[src/ttb_pkg.sv]
// ----------------------------------------------------------------------------
// ttb_pkg
// shared widths, register map, reset values and interface structs
// ----------------------------------------------------------------------------
package ttb_pkg;

  // press ring geometry
  localparam int unsigned RING_DEPTH = 8;
  localparam int unsigned PTR_W      = $clog2(RING_DEPTH);
  localparam int unsigned CNT_W      = $clog2(RING_DEPTH + 1);
  localparam int unsigned DVS_W      = PTR_W;

  // field widths
  localparam int unsigned TS_W      = 31;
  localparam int unsigned FRAME_W   = 24;
  localparam int unsigned ENC_W     = 16;
  localparam int unsigned PERIOD_W  = 32;
  localparam int unsigned GAP_W     = 24;
  localparam int unsigned STEP_W    = 16;
  localparam int unsigned TIMEOUT_W = 31;
  localparam int unsigned MINP_W    = 7;

  // arithmetic
  localparam int unsigned ALU_W     = 34;
  localparam int unsigned DIFF_W    = ENC_W + 1;
  localparam int unsigned PROD_W    = 33;
  localparam int unsigned DIV_CNT_W = $clog2(PERIOD_W);

  // apb
  localparam int unsigned APB_ADDR_W = 4;
  localparam int unsigned APB_DATA_W = 32;

  // register reset values
  localparam logic [GAP_W-1:0]     MAX_GAP_RST       = GAP_W'(1000000);
  localparam logic [STEP_W-1:0]    TEMPO_STEP_RST    = STEP_W'(250);
  localparam logic [TIMEOUT_W-1:0] PRESS_TIMEOUT_RST = TIMEOUT_W'(30000000);
  localparam logic [MINP_W-1:0]    MIN_PRESSES_RST   = MINP_W'(4);
  localparam logic [MINP_W-1:0]    MIN_NEED          = MINP_W'(2);

  typedef enum logic [1:0] {
    REG_MAX_GAP       = 2'd0,
    REG_TEMPO_STEP    = 2'd1,
    REG_PRESS_TIMEOUT = 2'd2,
    REG_MIN_PRESSES   = 2'd3
  } ttb_reg_e;

  typedef struct packed {
    logic signed [ALU_W-1:0] a;
    logic signed [ALU_W-1:0] b;
    logic                    sub;
  } ttb_alu_req_t;

  typedef struct packed {
    logic                       start;
    logic signed [PERIOD_W-1:0] dividend;
    logic [DVS_W-1:0]           divisor;
  } ttb_div_req_t;

  typedef struct packed {
    logic                       done;
    logic signed [PERIOD_W-1:0] quotient;
  } ttb_div_rsp_t;

endpackage

[src/ttb_ring.sv]
// ----------------------------------------------------------------------------
// ttb_ring
// press time ring, one write and one registered read port, zero until written
// ----------------------------------------------------------------------------
module ttb_ring import ttb_pkg::*; (
  input  logic             clk_i,
  input  logic             rst_ni,
  input  logic             wr_en_i,
  input  logic [PTR_W-1:0] wr_addr_i,
  input  logic [TS_W-1:0]  wr_data_i,
  input  logic [PTR_W-1:0] rd_addr_i,
  output logic [TS_W-1:0]  rd_data_o
);

  logic [TS_W-1:0]       mem_q [RING_DEPTH];
  logic [RING_DEPTH-1:0] valid_q;
  logic [TS_W-1:0]       rd_data_q;

  always_ff @(posedge clk_i or negedge rst_ni) begin
    if (!rst_ni) begin
      valid_q <= '0;
    end else if (wr_en_i) begin
      valid_q[wr_addr_i] <= 1'b1;
    end
  end

  always_ff @(posedge clk_i) begin
    if (wr_en_i) begin
      mem_q[wr_addr_i] <= wr_data_i;
    end
    // entries never written read as zero
    rd_data_q <= valid_q[rd_addr_i] ? mem_q[rd_addr_i] : '0;
  end

  assign rd_data_o = rd_data_q;

endmodule

[src/ttb_alu.sv]
// ----------------------------------------------------------------------------
// ttb_alu
// shared add / subtract with saturation to the signed 32-bit range
// ----------------------------------------------------------------------------
module ttb_alu import ttb_pkg::*; (
  input  ttb_alu_req_t               req_i,
  output logic signed [PERIOD_W-1:0] sum_o
);

  logic signed [ALU_W-1:0] sum;
  logic                    fits;

  assign sum  = req_i.sub ? (req_i.a - req_i.b) : (req_i.a + req_i.b);
  assign fits = (sum[ALU_W-1:PERIOD_W-1] == '0) || (sum[ALU_W-1:PERIOD_W-1] == '1);

  always_comb begin
    if (fits) begin
      sum_o = sum[PERIOD_W-1:0];
    end else if (sum[ALU_W-1]) begin
      sum_o = {1'b1, {(PERIOD_W-1){1'b0}}};
    end else begin
      sum_o = {1'b0, {(PERIOD_W-1){1'b1}}};
    end
  end

endmodule

[src/ttb_div.sv]
// ----------------------------------------------------------------------------
// ttb_div
// serial restoring divider, signed dividend by small unsigned divisor
// ----------------------------------------------------------------------------
module ttb_div import ttb_pkg::*; (
  input  logic         clk_i,
  input  logic         rst_ni,
  input  ttb_div_req_t req_i,
  output ttb_div_rsp_t rsp_o
);

  typedef enum logic [1:0] {
    D_IDLE,
    D_RUN,
    D_FIX,
    D_DONE
  } div_state_e;

  div_state_e           state_q, state_d;
  logic [PERIOD_W-1:0]  mag_q, mag_d;
  logic [DVS_W-1:0]     rem_q, rem_d;
  logic [DVS_W-1:0]     dvs_q, dvs_d;
  logic [DIV_CNT_W-1:0] cnt_q, cnt_d;
  logic                 sign_q, sign_d;
  logic [DVS_W:0]       trial;
  logic [DVS_W:0]       trial_sub;
  logic                 ge;

  assign trial     = {rem_q, mag_q[PERIOD_W-1]};
  assign ge        = trial >= {1'b0, dvs_q};
  assign trial_sub = trial - {1'b0, dvs_q};

  always_comb begin
    state_d = state_q;
    mag_d   = mag_q;
    rem_d   = rem_q;
    dvs_d   = dvs_q;
    cnt_d   = cnt_q;
    sign_d  = sign_q;
    case (state_q)
      D_IDLE: begin
        if (req_i.start) begin
          sign_d  = req_i.dividend[PERIOD_W-1];
          mag_d   = req_i.dividend[PERIOD_W-1] ? -req_i.dividend : req_i.dividend;
          dvs_d   = req_i.divisor;
          rem_d   = '0;
          cnt_d   = DIV_CNT_W'(PERIOD_W - 1);
          state_d = D_RUN;
        end
      end
      D_RUN: begin
        // quotient bits shift in behind the dividend bits
        rem_d = ge ? trial_sub[DVS_W-1:0] : trial[DVS_W-1:0];
        mag_d = {mag_q[PERIOD_W-2:0], ge};
        cnt_d = cnt_q - 1'b1;
        if (cnt_q == '0) begin
          state_d = D_FIX;
        end
      end
      D_FIX: begin
        mag_d   = sign_q ? -mag_q : mag_q;
        state_d = D_DONE;
      end
      D_DONE: begin
        state_d = D_IDLE;
      end
      default: begin
        state_d = D_IDLE;
      end
    endcase
  end

  always_ff @(posedge clk_i or negedge rst_ni) begin
    if (!rst_ni) begin
      state_q <= D_IDLE;
      mag_q   <= '0;
      rem_q   <= '0;
      dvs_q   <= '0;
      cnt_q   <= '0;
      sign_q  <= 1'b0;
    end else begin
      state_q <= state_d;
      mag_q   <= mag_d;
      rem_q   <= rem_d;
      dvs_q   <= dvs_d;
      cnt_q   <= cnt_d;
      sign_q  <= sign_d;
    end
  end

  assign rsp_o.done     = (state_q == D_DONE);
  assign rsp_o.quotient = mag_q;

endmodule

[src/tap_tempo_beat_generator.sv]
// ----------------------------------------------------------------------------
// tap_tempo_beat_generator
// steps: a request without a press runs the encoder and countdown steps; a press
//   first walks the press ring, and a press that sets a new tempo also runs the
//   serial divider (ring walk one entry a cycle, then 32 steps in the serial divider)
// handshake: one request at a time; the next is taken the cycle after the result
//   is registered
// reset: all tempo state, press ring and registers return to defaults at once
// ----------------------------------------------------------------------------
module tap_tempo_beat_generator import ttb_pkg::*; (
  input  logic                       clk_i,
  input  logic                       rst_ni,
  // apb register port
  input  logic                       psel,
  input  logic                       penable,
  input  logic                       pwrite,
  input  logic [APB_ADDR_W-1:0]      paddr,
  input  logic [APB_DATA_W-1:0]      pwdata,
  output logic [APB_DATA_W-1:0]      prdata,
  output logic                       pready,
  // request channel
  input  logic                       in_valid_i,
  output logic                       in_stall_o,
  input  logic [TS_W-1:0]            time_now_i,
  input  logic [FRAME_W-1:0]         frame_time_i,
  input  logic                       button_level_i,
  input  logic signed [ENC_W-1:0]    encoder_count_i,
  // result channel
  output logic                       out_valid_o,
  input  logic                       out_stall_i,
  output logic                       beat_o,
  output logic                       press_seen_o,
  output logic signed [PERIOD_W-1:0] beat_period_o
);

  // --------------------------------------------------------------------------
  // configuration registers
  // --------------------------------------------------------------------------
  logic [GAP_W-1:0]     max_gap_q;
  logic [STEP_W-1:0]    tempo_step_q;
  logic [TIMEOUT_W-1:0] press_timeout_q;
  logic [MINP_W-1:0]    min_presses_q;
  ttb_reg_e             reg_sel;
  logic                 cfg_wr;

  assign pready  = 1'b1;
  assign reg_sel = ttb_reg_e'(paddr[3:2]);
  assign cfg_wr  = psel && penable && pwrite;

  always_ff @(posedge clk_i or negedge rst_ni) begin
    if (!rst_ni) begin
      max_gap_q       <= MAX_GAP_RST;
      tempo_step_q    <= TEMPO_STEP_RST;
      press_timeout_q <= PRESS_TIMEOUT_RST;
      min_presses_q   <= MIN_PRESSES_RST;
    end else if (cfg_wr) begin
      case (reg_sel)
        REG_MAX_GAP:       max_gap_q       <= pwdata[GAP_W-1:0];
        REG_TEMPO_STEP:    tempo_step_q    <= pwdata[STEP_W-1:0];
        REG_PRESS_TIMEOUT: press_timeout_q <= pwdata[TIMEOUT_W-1:0];
        REG_MIN_PRESSES:   min_presses_q   <= pwdata[MINP_W-1:0];
        default: ;
      endcase
    end
  end

  always_comb begin
    case (reg_sel)
      REG_MAX_GAP:       prdata = APB_DATA_W'(max_gap_q);
      REG_TEMPO_STEP:    prdata = APB_DATA_W'(tempo_step_q);
      REG_PRESS_TIMEOUT: prdata = APB_DATA_W'(press_timeout_q);
      REG_MIN_PRESSES:   prdata = APB_DATA_W'(min_presses_q);
      default:           prdata = '0;
    endcase
  end

  // --------------------------------------------------------------------------
  // sequencer
  // --------------------------------------------------------------------------
  typedef enum logic [3:0] {
    S_IDLE,
    S_WALK,
    S_CHECK,
    S_DIV_GO,
    S_DIV,
    S_ENC_MUL,
    S_ENC_SUB,
    S_CD_SUB,
    S_CD_ADD,
    S_DONE
  } seq_state_e;

  seq_state_e                 state_q, state_d;
  // tempo state
  logic                       button_prev_q, button_prev_d;
  logic signed [ENC_W-1:0]    enc_prev_q, enc_prev_d;
  logic signed [PERIOD_W-1:0] period_q, period_d;
  logic signed [PERIOD_W-1:0] countdown_q, countdown_d;
  logic [PTR_W-1:0]           ptr_q, ptr_d;
  // per request working registers
  logic [TS_W-1:0]            now_q, now_d;
  logic [FRAME_W-1:0]         frame_q, frame_d;
  logic signed [DIFF_W-1:0]   diff_q, diff_d;
  logic signed [PROD_W-1:0]   prod_q, prod_d;
  logic [TS_W-1:0]            first_q, first_d;
  logic [CNT_W-1:0]           count_q, count_d;
  logic [PTR_W-1:0]           idx_q, idx_d;
  logic [PTR_W-1:0]           step_q, step_d;
  logic signed [PERIOD_W-1:0] span_q, span_d;
  logic                       beat_q, beat_d;
  logic                       press_q, press_d;
  // result register
  logic                       out_valid_q, out_valid_d;
  logic                       out_beat_q, out_beat_d;
  logic                       out_press_q, out_press_d;
  logic signed [PERIOD_W-1:0] out_period_q, out_period_d;

  logic                       accept;
  logic                       rise;
  logic [PTR_W-1:0]           ptr_next;
  logic [PTR_W-1:0]           idx_prev;
  logic [TS_W-1:0]            ring_rd;
  logic                       in_group;
  logic [MINP_W-1:0]          need;
  logic signed [2*DIFF_W-1:0] mul_full;
  ttb_alu_req_t               alu_req;
  logic signed [PERIOD_W-1:0] alu_sum;
  ttb_div_req_t               div_req;
  ttb_div_rsp_t               div_rsp;

  assign accept     = in_valid_i && (state_q == S_IDLE);
  assign in_stall_o = (state_q != S_IDLE);
  assign rise       = button_level_i && !button_prev_q;

  // ring pointers wrap at any depth, not just powers of two
  assign ptr_next = (ptr_q == PTR_W'(RING_DEPTH - 1)) ? '0 : ptr_q + 1'b1;
  assign idx_prev = (idx_q == '0) ? PTR_W'(RING_DEPTH - 1) : idx_q - 1'b1;

  // a stored press still groups when it lies within max_gap before the newer one
  assign in_group = ({1'b0, ring_rd} + 32'(max_gap_q)) >= {1'b0, first_q};

  // fewer than two presses can never give a period
  assign need = (min_presses_q < MIN_NEED) ? MIN_NEED : min_presses_q;

  assign mul_full = diff_q * $signed({1'b0, tempo_step_q});

  ttb_ring u_ring (
    .clk_i     (clk_i),
    .rst_ni    (rst_ni),
    .wr_en_i   (accept && rise),
    .wr_addr_i (ptr_next),
    .wr_data_i (time_now_i),
    .rd_addr_i (idx_d),
    .rd_data_o (ring_rd)
  );

  ttb_alu u_alu (
    .req_i (alu_req),
    .sum_o (alu_sum)
  );

  ttb_div u_div (
    .clk_i  (clk_i),
    .rst_ni (rst_ni),
    .req_i  (div_req),
    .rsp_o  (div_rsp)
  );

  // shared adder operands by sequencer step
  always_comb begin
    alu_req.a   = {{(ALU_W-PERIOD_W){countdown_q[PERIOD_W-1]}}, countdown_q};
    alu_req.b   = {{(ALU_W-FRAME_W){1'b0}}, frame_q};
    alu_req.sub = 1'b1;
    case (state_q)
      S_CHECK: begin
        // span from the oldest grouped press to now
        alu_req.a = {{(ALU_W-TS_W){1'b0}}, now_q};
        alu_req.b = {{(ALU_W-TS_W){1'b0}}, first_q};
      end
      S_ENC_SUB: begin
        alu_req.a = {{(ALU_W-PERIOD_W){period_q[PERIOD_W-1]}}, period_q};
        alu_req.b = {{(ALU_W-PROD_W){prod_q[PROD_W-1]}}, prod_q};
      end
      S_CD_ADD: begin
        alu_req.b   = {{(ALU_W-PERIOD_W){period_q[PERIOD_W-1]}}, period_q};
        alu_req.sub = 1'b0;
      end
      default: ;
    endcase
  end

  assign div_req.start    = (state_q == S_DIV_GO);
  assign div_req.dividend = span_q;
  assign div_req.divisor  = DVS_W'(count_q - 1'b1);

  always_comb begin
    state_d       = state_q;
    button_prev_d = button_prev_q;
    enc_prev_d    = enc_prev_q;
    period_d      = period_q;
    countdown_d   = countdown_q;
    ptr_d         = ptr_q;
    now_d         = now_q;
    frame_d       = frame_q;
    diff_d        = diff_q;
    prod_d        = prod_q;
    first_d       = first_q;
    count_d       = count_q;
    idx_d         = idx_q;
    step_d        = step_q;
    span_d        = span_q;
    beat_d        = beat_q;
    press_d       = press_q;
    out_valid_d   = out_valid_q && out_stall_i;
    out_beat_d    = out_beat_q;
    out_press_d   = out_press_q;
    out_period_d  = out_period_q;

    case (state_q)
      S_IDLE: begin
        if (accept) begin
          now_d         = time_now_i;
          frame_d       = frame_time_i;
          diff_d        = {encoder_count_i[ENC_W-1], encoder_count_i}
                        - {enc_prev_q[ENC_W-1], enc_prev_q};
          enc_prev_d    = encoder_count_i;
          button_prev_d = button_level_i;
          beat_d        = rise;
          press_d       = rise;
          if (rise) begin
            // the new press counts itself, walk starts at the previous entry
            countdown_d = PERIOD_W'(press_timeout_q);
            ptr_d       = ptr_next;
            idx_d       = ptr_q;
            first_d     = time_now_i;
            count_d     = CNT_W'(1);
            step_d      = PTR_W'(1);
            state_d     = S_WALK;
          end else begin
            state_d = S_ENC_MUL;
          end
        end
      end
      S_WALK: begin
        // one stored press per cycle, next entry read ahead
        idx_d = idx_prev;
        if (in_group) begin
          count_d = count_q + 1'b1;
          first_d = ring_rd;
          step_d  = step_q + 1'b1;
          if (step_q == PTR_W'(RING_DEPTH - 1)) begin
            state_d = S_CHECK;
          end
        end else begin
          state_d = S_CHECK;
        end
      end
      S_CHECK: begin
        if (8'(count_q) < 8'(need)) begin
          period_d = '0;
          state_d  = S_ENC_MUL;
        end else begin
          span_d      = alu_sum;
          countdown_d = '0;
          state_d     = S_DIV_GO;
        end
      end
      S_DIV_GO: begin
        state_d = S_DIV;
      end
      S_DIV: begin
        if (div_rsp.done) begin
          period_d = div_rsp.quotient;
          state_d  = S_ENC_MUL;
        end
      end
      S_ENC_MUL: begin
        prod_d  = mul_full[PROD_W-1:0];
        state_d = S_ENC_SUB;
      end
      S_ENC_SUB: begin
        // encoder turn shifts the period and restarts the countdown
        if (diff_q != '0) begin
          period_d    = alu_sum;
          countdown_d = '0;
        end
        state_d = S_CD_SUB;
      end
      S_CD_SUB: begin
        countdown_d = alu_sum;
        state_d     = S_CD_ADD;
      end
      S_CD_ADD: begin
        if ((countdown_q <= 0) && (period_q > 0)) begin
          beat_d      = 1'b1;
          countdown_d = alu_sum;
        end
        state_d = S_DONE;
      end
      S_DONE: begin
        // result register frees as soon as the previous result is taken
        if (!out_valid_q || !out_stall_i) begin
          out_valid_d  = 1'b1;
          out_beat_d   = beat_q;
          out_press_d  = press_q;
          out_period_d = period_q;
          state_d      = S_IDLE;
        end
      end
      default: begin
        state_d = S_IDLE;
      end
    endcase
  end

  always_ff @(posedge clk_i or negedge rst_ni) begin
    if (!rst_ni) begin
      state_q       <= S_IDLE;
      button_prev_q <= 1'b0;
      enc_prev_q    <= '0;
      period_q      <= '0;
      countdown_q   <= '0;
      ptr_q         <= '0;
      now_q         <= '0;
      frame_q       <= '0;
      diff_q        <= '0;
      prod_q        <= '0;
      first_q       <= '0;
      count_q       <= '0;
      idx_q         <= '0;
      step_q        <= '0;
      span_q        <= '0;
      beat_q        <= 1'b0;
      press_q       <= 1'b0;
      out_valid_q   <= 1'b0;
      out_beat_q    <= 1'b0;
      out_press_q   <= 1'b0;
      out_period_q  <= '0;
    end else begin
      state_q       <= state_d;
      button_prev_q <= button_prev_d;
      enc_prev_q    <= enc_prev_d;
      period_q      <= period_d;
      countdown_q   <= countdown_d;
      ptr_q         <= ptr_d;
      now_q         <= now_d;
      frame_q       <= frame_d;
      diff_q        <= diff_d;
      prod_q        <= prod_d;
      first_q       <= first_d;
      count_q       <= count_d;
      idx_q         <= idx_d;
      step_q        <= step_d;
      span_q        <= span_d;
      beat_q        <= beat_d;
      press_q       <= press_d;
      out_valid_q   <= out_valid_d;
      out_beat_q    <= out_beat_d;
      out_press_q   <= out_press_d;
      out_period_q  <= out_period_d;
    end
  end

  assign out_valid_o   = out_valid_q;
  assign beat_o        = out_beat_q;
  assign press_seen_o  = out_press_q;
  assign beat_period_o = out_period_q;

  // --------------------------------------------------------------------------
  // assertions
  // --------------------------------------------------------------------------
  a_div_done_in_wait: assert property (@(posedge clk_i) disable iff (!rst_ni)
    div_rsp.done |-> (state_q == S_DIV))
    else $error("divider finished outside its wait step");

  a_walk_count: assert property (@(posedge clk_i) disable iff (!rst_ni)
    (state_q == S_WALK) |-> (8'(count_q) <= 8'(step_q)))
    else $error("grouped press count ran ahead of the walk");

  a_press_walks: assert property (@(posedge clk_i) disable iff (!rst_ni)
    (accept && rise) |=> (state_q == S_WALK))
    else $error("press did not start a ring walk");

  a_press_beats: assert property (@(posedge clk_i) disable iff (!rst_ni)
    (out_valid_o && press_seen_o) |-> beat_o)
    else $error("press result without a beat");

  a_out_drains: assert property (@(posedge clk_i) disable iff (!rst_ni)
    (out_valid_o && !out_stall_i && (state_q != S_DONE)) |=> !out_valid_o)
    else $error("taken result still shown");

endmodule

[config.mk]
export PLATFORM = sky130hd
export DESIGN_NAME = tap_tempo_beat_generator
export DESIGN_NICKNAME = d
export VERILOG_FILES = /design/src/ttb_pkg.sv /design/src/ttb_ring.sv /design/src/ttb_alu.sv /design/src/ttb_div.sv /design/src/tap_tempo_beat_generator.sv
export SDC_FILE = /design/constraint.sdc
export NUM_CORES = 2
export LEC_CHECK = 0
export BUFFER_PORTS_ARGS = -buffer_cell sky130_fd_sc_hd__clkbuf_2
export CAP_MARGIN = 10
export CORE_MARGIN = 10
export CORE_UTILIZATION = 45
export CTS_BUF_LIST = sky130_fd_sc_hd__clkbuf_4
export CTS_CLUSTER_SIZE = 20
export DETAILED_ROUTE_END_ITERATION = 8
export SETUP_SLACK_MARGIN = 0.5
export SLEW_MARGIN = 20
export SYNTH_ARGS = -nofsm -noshare
export SYNTH_HDL_FRONTEND = slang
export SYNTH_SLANG_ARGS = --single-unit
[constraint.sdc]
create_clock -name clk_i -period 13.6 [get_ports clk_i]
set_input_delay 2.72 -clock clk_i [delete_from_list [all_inputs] [get_ports clk_i]]
set_output_delay 2.72 -clock clk_i [all_outputs]
set_load 0.005 [all_outputs]
==> flow_summary.json <==
{
  "status": "completed",
  "setup_viol": 0,
  "critical_path.startpoint": "diff_q[6]",
  "synth_flop_cell": "dfrtp_1",
  "r2r_cells": 25,
  "cts_root_buffer": "clkbuf_4",
  "clock_latency_ps": 1120,
  "vias": 37700,
  "initial_core_util_pct": 45.2,
  "worstReg2RegStart": "diff_q[6]",
  "grt_max_degree": 117,
  "grt.total_usage_pct": 24.0,
  "placed_cells_incl_taps": 6372,
  "layout_common_cells": "nand2_1 (1014), inv_1 (476), dfrtp_1 (410)",
  "viasPerCell": 5.60,
  "setup_tns_ps": 0,
  "synthAdderAreaFrac_pct": 17.3,
  "finClkSkew_ps": 108,
  "gr-total-overflow": 0,
  "synth_fp_nets": 5641,
  "fmax_ghz": 0.124,
  "drt_wl_total_mm": 144,
  "ys_ff_latch": 714,
  "fin_hold_ws_ps": 469,
  "layout-drive-gt1-share_pct": 14.1,
  "io_buffers": 178,
  "die-area_sq_um": 119000,
  "grt_first_pass_wirelength_mm": 220,
  "cp-end-kind": "flop",
  "ff2ff_setup_slack_ps": 5540,
  "tightest_slew_ps": 1240,
  "max_stage_delay_ps": 950,
  "ys_seq_area_share_pct": 39.9,
  "instances_no_fill": 6735,
  "max_cap_viol_count": 0,
  "crit_slowest_cell": "a2111oi_0",
  "die_height_um": 345,
  "syn_area_sq_um": 47500,
  "area.sequential_sq_um": 19000,
  "cp.required_ps": 14520,
  "drc": 0,
  "cellLeakagePower_nw": 24.1,
  "holdBufCountCts": 0,
  "drtIter0Drc": 3195,
  "wire_per_inst_um": 21.4,
  "gp_congestion": 0.901,
  "arrival_ps": 8980,
  "ctsResizeCount": 0,
  "synth_compound_area_share_pct": 12.4,
  "critical_path.max_fanout": 18,
  "peakVddDrop_v": 0.0000848,
  "finalMaxSlewViolations": 0,
  "yosysWarnings": 0,
  "grt_pass1_vias": 36300,
  "cts_tree": "done",
  "avgSynthCellArea_sq_um": 9.44,
  "syn_to_final_growth_pct": 9.90,
  "post-cts-setup-buffers": 0,
  "core_sq_um": 105000,
  "synthArstFlopShare_pct": 60.9,
  "first_pass_iters": 6,
  "hpwlAfterDp_mm": 105,
  "cts_buffers": 195,
  "synth_top_family_by_area": "simple AND/OR/NAND/NOR gates",
  "rr_endpoint": "prod_q[32]",
  "synth_mux_area_share_pct": 3.27,
  "synth_edf_count": 248,
  "fin_crit_sh_pct": 59.3,
  "cts.sinks": 714,
  "min_path_type": "flop to flop",
  "synthXorXnorAreaFrac_pct": 3.50,
  "netlist_instances": 5036,
  "htree_levels": 4,
  "post-route-util_pct": 49.7,
  "pin_count": 184,
  "antenna_found_initial": 15,
  "fp-row-count": 119,
  "powerDensity_nw_per_um2": 91.2,
  "critPathCapture": "prod_q[32]",
  "antenna_left": 0,
  "rsz0062_at_grt": "no",
  "path_class": "flop to flop",
  "final_hold_viol_count": 0,
  "multi_input_area_sq_um": 25700,
  "relSlewSlack_pct": 16.5,
  "cp-start-kind": "flop",
  "nets": 5783,
  "n_fill_cell": 10100,
  "mostFrequentLayoutCell": "nand2_1",
  "clk_pin_slew_ps": 70,
  "min_period_ps": 8060,
  "clk_path_buf_depth": 3,
  "yosys.area_share.simple_pct": 17.3,
  "synth.distinct_cells": 91,
  "die_w_um": 345
}
==> per-layer routing <==
layer	GRT usage, %	up-vias	routed length (um)
li1	-	17500	-
met1	34.3	18600	64500
met3	5.76	216	11800
met5	0	-	157
met4	8.25	22	4210
met2	35.5	1354	63400
==> sequential cells by signal (all words and copies together) (netlist names), 32 cells and up <==
signal,count
beat_period_o,32
countdown_q,32
period_q,32
prod_q,33
span_q,32
u_div.mag_q,32
u_ring.mem_q,248
==> worst min-delay path by stage <==
| stage | start | end | slack, ps | depth (start not counted) |
|---|---|---|---|---|
| 6_report | u_ring.valid_q[6] | u_ring.valid_q[6] | 470 | 1 |
| 5_1_grt | u_ring.valid_q[6] | u_ring.valid_q[6] | 490 | 1 |
| 4_1_cts | u_ring.valid_q[3] | u_ring.valid_q[3] | 470 | 1 |
| 3_5_place_dp | u_ring.valid_q[3] | u_ring.valid_q[3] | 450 | 1 |
| 3_3_place_gp | u_ring.valid_q[2] | u_ring.valid_q[2] | 450 | 1 |
| 2_1_floorplan | frame_q[23] | frame_q[23] | 440 | 2 |
==> power breakdown <==
group          internal [mW]  switching [mW]  total (mW)
clock                   1.00           0.986        1.99
sequential              2.29           0.132        2.42
combinational          0.142           0.207       0.348
==> logic make-up after synthesis <==
family / count (synthesis)
other: 2
XOR/XNOR: 190
buffers and inverters: 776
adder cells (fa/ha/maj): 490
AND/OR/NAND/NOR: 1841
multiplexers: 134
flip-flops: 714
AO/OA/AOI/OAI: 889
==> final cells by class <==
class | count | area share [%]
sequential | 714 | 36.3
clock inverter | 70 | 0.795
timing repair buffer | 242 | 2.64
tap | 1391 | 3.33
multi-input combinational | 3546 | 49.3
clock buffer | 286 | 4.11
antenna | 7 | 0.0335
inverter | 479 | 3.44
==> worst max-delay path, delay by kind of cell (launching register included) <==
| family | cells | cell delay, ps |
|---|---|---|
| xor gates and xnor gates | 1 | 340 |
| DFF | 1 | 660 |
| AOI/OAI and AO/OA | 8 | 2430 |
| buffers and inverters | 6 | 350 |
| and+or+nand+nor | 3 | 660 |
| adders and majority gates | 7 | 3470 |
==> per-stage QoR <==
step	cell area [sq um]	setup WS (ps)	total power [mW]
after floorplan	47500	6330	2.58
after global placement	49700	5860	2.80
after detailed placement	49700	5800	2.81
after CTS	52200	5780	4.81
after global routing	52200	5270	4.98
final	52200	5540	4.76
==> cell usage after synthesis, types with 10 or more instances <==
master    instances  share of area (%)
or2_2            16               0.21
dfrtp_1         411                 22
o31ai_1          35               0.55
or3_1            21               0.28
and2_1          124                1.6
fa_1            278                 12
buf_1            13               0.10
xor2_1           64                1.2
buf_2            25               0.26
o221ai_1         53               0.98
nor2_1          241                1.9
nand2_1        1016                8.0
a221oi_1         50               0.92
edfxtp_1        248                 16
clkbuf_1        249                2.0
nand3_1         137                1.4
inv_1           478                3.8
nor2b_1          19               0.25
a21oi_1         160                1.7
mux2_2          100                2.4
o21ai_0         240                2.5
nand2b_1         29               0.38
nand4_1          21               0.28
o211ai_1         12               0.19
o21a_1           20               0.32
dfstp_2          24                1.3
dfxtp_1          31                1.3
ha_1            212                5.6
a31oi_1          77                1.0
o22ai_1          15               0.20
a22oi_1          15               0.24
xnor2_1         126                2.3
a21o_1           54               0.85
a311oi_1         33               0.61
mux2i_1          27               0.57
a211oi_1         12               0.19
or4_1            10               0.16
nor3_1           88               0.93
and3_1           52               0.68
a221o_1          17               0.36
nor4_1           30               0.39
No activity file was read; power rests on OpenSTA's default activity.
